**config.mk**
```make
export PLATFORM = sky130hd
export DESIGN_NAME = ppts_scale
export DESIGN_NICKNAME = d
export VERILOG_FILES = /design/src/design/point_projection_to_screen_unit_macros.svh /design/src/design/ppts_pkg.sv /design/src/design/ppts_scale.sv
export SDC_FILE = /design/constraint.sdc
export NUM_CORES = 2
export LEC_CHECK = 0
export BUFFER_PORTS_ARGS = -buffer_cell sky130_fd_sc_hd__clkbuf_2
export CAP_MARGIN = 20
export CORE_MARGIN = 5
export CORE_UTILIZATION = 66
export CTS_BUF_LIST = sky130_fd_sc_hd__clkbuf_8
export DETAILED_ROUTE_END_ITERATION = 8
export PLACE_DENSITY = 0.84
export SYNTH_ARGS = -nofsm -noshare
export SYNTH_HDL_FRONTEND = slang
export SYNTH_SLANG_ARGS = --single-unit
```
**constraint.sdc**
```tcl
create_clock -name clk -period 9.95 [get_ports clk]
set_input_delay 1.99 -clock clk [delete_from_list [all_inputs] [get_ports clk]]
set_output_delay 1.99 -clock clk [all_outputs]
set_load 0.05 [all_outputs]
```
**src/design/point_projection_to_screen_unit_macros.svh**
```systemverilog
// Assertion macros for the point projection unit.
// Used by the top level; expects clk and rst in the scope of the use.
`ifndef POINT_PROJECTION_TO_SCREEN_UNIT_MACROS_SVH
`define POINT_PROJECTION_TO_SCREEN_UNIT_MACROS_SVH
`ifndef SYNTHESIS
`define PPTS_ASSERT_ALWAYS(name, expr) \
  name: assert property (@(posedge clk) disable iff (rst) (expr)) \
    else $error("ppts: invariant violated");
`define PPTS_ASSERT_NEXT(name, ante, cons) \
  name: assert property (@(posedge clk) disable iff (rst) (ante) |=> (cons)) \
    else $error("ppts: sequence violated");
`else
`define PPTS_ASSERT_ALWAYS(name, expr)
`define PPTS_ASSERT_NEXT(name, ante, cons)
`endif
`endif

```
**src/design/ppts_pkg.sv**
```systemverilog
// Shared types and constants of the point projection unit.
// No dependencies.
`default_nettype none
package ppts_pkg;

  localparam int COORD_W = 32;
  localparam int VIEW_W  = 32;
  localparam int ROW_W   = 64;
  localparam int QUO_W   = 33;

  typedef enum logic [2:0] {
    REG_ROW0_LEFT,
    REG_ROW0_RIGHT,
    REG_ROW1_LEFT,
    REG_ROW1_RIGHT,
    REG_ROW3_LEFT,
    REG_ROW3_RIGHT,
    REG_VIEWPORT_WIDTH,
    REG_VIEWPORT_HEIGHT
  } ppts_reg_t;

  typedef struct packed {
    logic valid;
    logic vis;
  } ppts_ctl_t;

  typedef struct packed {
    logic               vis;
    logic [COORD_W-1:0] sx;
    logic [COORD_W-1:0] sy;
  } ppts_res_t;

endpackage
`default_nettype wire

```
**src/design/ppts_scale.sv**
```systemverilog
// Scales one numerator by a viewport size and biases it for rounding.
// Three stages; depends on ppts_pkg.
`default_nettype none
module ppts_scale import ppts_pkg::*; #(
  parameter int FRAC_BITS = 16,
  localparam int NUM_W = 67 - FRAC_BITS,
  localparam int WU_W  = 65 - FRAC_BITS,
  localparam int DEN_W = 66 - FRAC_BITS,
  localparam int N_W   = 100 - FRAC_BITS
) (
  input  wire logic                    clk,
  input  wire logic                    rst,
  input  wire logic                    en,
  input  wire ppts_ctl_t               in_ctl,
  input  wire logic signed [NUM_W-1:0] num,
  input  wire logic [WU_W-1:0]         w,
  input  wire logic [VIEW_W-1:0]       view,
  output ppts_ctl_t                    out_ctl,
  output logic [N_W-1:0]               n,
  output logic [DEN_W-1:0]             den,
  output logic                         neg
);

  ppts_ctl_t                 ctl_b, ctl_c;
  logic                      neg_b, neg_c;
  logic [NUM_W-1:0]          mag_b;
  logic [WU_W-1:0]           w_b, w_c;
  logic [2*VIEW_W-1:0]       lo_c;
  logic [NUM_W-1:0]          hi_c;

  always_ff @(posedge clk) begin
    if (rst) begin
      ctl_b   <= '0;
      ctl_c   <= '0;
      out_ctl <= '0;
    end else if (en) begin
      ctl_b   <= in_ctl;
      ctl_c   <= ctl_b;
      out_ctl <= ctl_c;
    end
  end

  always_ff @(posedge clk) begin
    if (en) begin
      // Sign and magnitude.
      neg_b <= num[NUM_W-1];
      mag_b <= num[NUM_W-1] ? NUM_W'(-num) : NUM_W'(num);
      w_b   <= w;
      // Two partial products of the magnitude with the viewport size.
      neg_c <= neg_b;
      w_c   <= w_b;
      lo_c  <= mag_b[31:0] * view;
      hi_c  <= NUM_W'(mag_b[NUM_W-1:32] * view);
      // Combine; half the divisor is added, less one for negative values.
      neg   <= neg_c;
      n     <= (N_W'(hi_c) << 32) + N_W'(lo_c) + N_W'(w_c) - N_W'(neg_c);
      den   <= {w_c, 1'b0};
    end
  end

endmodule
`default_nettype wire

```
==> qor.yml <==
status: "finished clean"
synth_fp_nets: 9830
post-route-util_pct: 70.7
tightest_slew_ps: 1080
ys_types: 82
synth_seq_cells: 406
synth.most_common_cell: "inv_1"
relSlewSlack_pct: 27.9
hp-start: "w_b[17]$_DFFE_PP_"
grt_pass1_vias: 59771
yosys_warnings: 0
synth_top_cell_by_area: "fa_1"
grt.total_usage_pct: 35.5
cp_max_fo: 23
gp_congestion: 0.983
layout-drive-gt1-share_pct: 7.29
area_delta_synth_final_pct: 6.31
hold_viol_final: 0
post_synth_inst_count: 7658
timing_worst_setup_path_type: "in -> reg"
io_pins: 274
grt_overflow: 0
yosys-top-cells-count: "inv_1 (1678), fa_1 (1423), nand2_1 (1033), and2_1 (795), ha_1 (612)"
routedWlPerCell_um: 21.9
finalCritPeriodShare_pct: 92.3
maxCapViolations: 0
fin_crit_ps: 9180
rows: 122
post-dp-hpwl_mm: 165
drc: 0
startpoint_type: "primary input"
vias: 55188
port_buffers: 272
hold_depth: 0
hold_class: "reg -> reg"
clock-sinks: 406
design.core.area_mm2: 0.111
r2r-start: "mag_b[12]$_DFFE_PP_"
antenna_left: 0
netlist_area_mm2: 0.0736
clock_skew_ps: 65.3
cts_tree: "yes"
rsz0062_at_grt: "no"
cts.htree.levels: 3
cts-hold-fix-buffers: 0
fp.dieArea_mm2: 0.118
async_flop_share_pct: 0
routed_via_density: 5.92
synthFlopType: "edfxtp_1"
die_w_um: 344
maxSlewViolCount: 0
synth_top_area_share_pct: 38.7
start_util_pct: 66.5
clk_latency_ps: 720
synth.area.top_cells: "fa_1 (39%), edfxtp_1 (16%), ha_1 (10%), inv_1 (8.6%), and2_1 (6.8%)"
drt_first_pass_iters: 7
min_to: "w_c[17]$_DFFE_PP_"
cts_buffers: 72
r2r-end: "lo_c[61]$_DFFE_PP_"
grt_pass1_wl_mm: 325
drt_iter0_drc: 5169
crit_arrival_ps: 9610
die-height_um: 344
grt_max_degree: 151
finalWirelength_mm: 204
setup_tns_ps: 0
cp.required_ps: 10370
worstSetupEndpointType: "flip-flop"
reg2reg_depth: 24
synth-edff-count: 400
cts_setup_buffers: 0
setup_viol: 0
rrSetupSlack_ps: 1420
root_buffer: "clkbuf_8"
fmax_ghz: 0.109
layout.nets: 9929
cts.reportedPaths.clkPinSlew_ps: 60
ctsResizeCount: 0
antenna_found_initial: 27
synth.avg_cell_area_um2: 9.61
clockBufferDepth: 3
ys_seq_area_share_pct: 16.5
==> flip-flops by register name (all words and copies together) (netlist names) <==
name / cells
ctl_b: 2
ctl_c: 2
den: 49
hi_c: 51
lo_c: 64
mag_b: 51
n: 84
neg: 1
neg_b: 1
neg_c: 1
out_ctl: 2
w_b: 49
w_c: 49
==> cell families after synthesis <==
group,synth area share [%]
and+or+nand+nor,14.8
buffers and inverters,10.6
adders and majority gates,49.1
AOI/OAI and AO/OA,6.11
DFF,16.5
xor gates and xnor gates,2.75
muxes,0.109
other,0.00510
==> worst max-delay path, cell delays in order <==
cell and delay, ps:
clkbuf_2 530, and2_1 270, fa_1 470, fa_1 600, inv_1 70, fa_1 450, fa_1 510, fa_1 550
inv_1 50, fa_1 450, fa_1 520, fa_1 420, ha_1 310, buf_4 170, nand2_1 110, nor2_1 80
a221o_1 390, o31a_1 380, a21o_1 270, a211o_1 320, a41o_1 280, a311oi_2 290, xnor2_1 90
==> through the flow <==
step	hold slack, ps	worst slack [ps]	area (um^2)	cells
after floorplan	400	886	73600	7658
after global placement	402	317	76500	9165
after detailed placement	405	159	76500	9166
after CTS	412	888	78100	9297
after global routing	424	454	78200	9304
final	409	765	78200	9321
==> cell type report <==
type,instances,area [um^2]
multi-input cells,5168,53600
inverters,1678,6300
flip-flops and latches,406,12100
repair buffers,431,2710
clock buffers,78,1070
diodes,19,47.5
fillers,7956,32400
well taps,1488,1860
clock inverters,53,488
==> layout by cell type, fill, tap and decap left out, types with 12 or more instances in the layout <==
master       n
clkinv_1    13
nor3_1      33
fa_1      1423
buf_4      148
nor2b_1     27
nand4_1     52
o21bai_1    35
clkbuf_8    78
and3_1      26
o41ai_1     14
nor2_1     125
nand3_1     52
edfxtp_1   400
inv_1     1686
o21ai_0    115
a21oi_1    206
a211oi_1    21
xnor2_1    153
diode_2     19
o21a_1      26
clkbuf_2   271
a221oi_1    12
ha_1       612
o31ai_1     26
xor2_1      78
nand2_1   1033
a21o_1      97
and2_1     795
nand2b_1    18
a31oi_1     18
==> layer usage <==
metal	GRT usage (%)	vias up	wire length (um)	part of all wire, %
li1	-	23518	-	-
met1	46.7	27460	75300	37
met2	55.0	3441	90800	45
met3	10.4	751	26000	13
met4	16.5	18	11600	5.7
met5	0	-	118	0.058
==> worst max path at each step <==
stage,startpoint,end,cells past startpoint
after floorplan,view[2],lo_c[63]$_DFFE_PP_,25
after CTS,view[9],lo_c[62]$_DFFE_PP_,23
after global routing,view[9],lo_c[61]$_DFFE_PP_,24
final,view[9],lo_c[62]$_DFFE_PP_,23
after detailed placement,view[9],lo_c[63]$_DFFE_PP_,26
after global placement,view[11],lo_c[63]$_DFFE_PP_,26
Power is left out: the tool's default activity adds up to more than one toggle a clock period on the data nets, which glitch-free logic cannot reach.
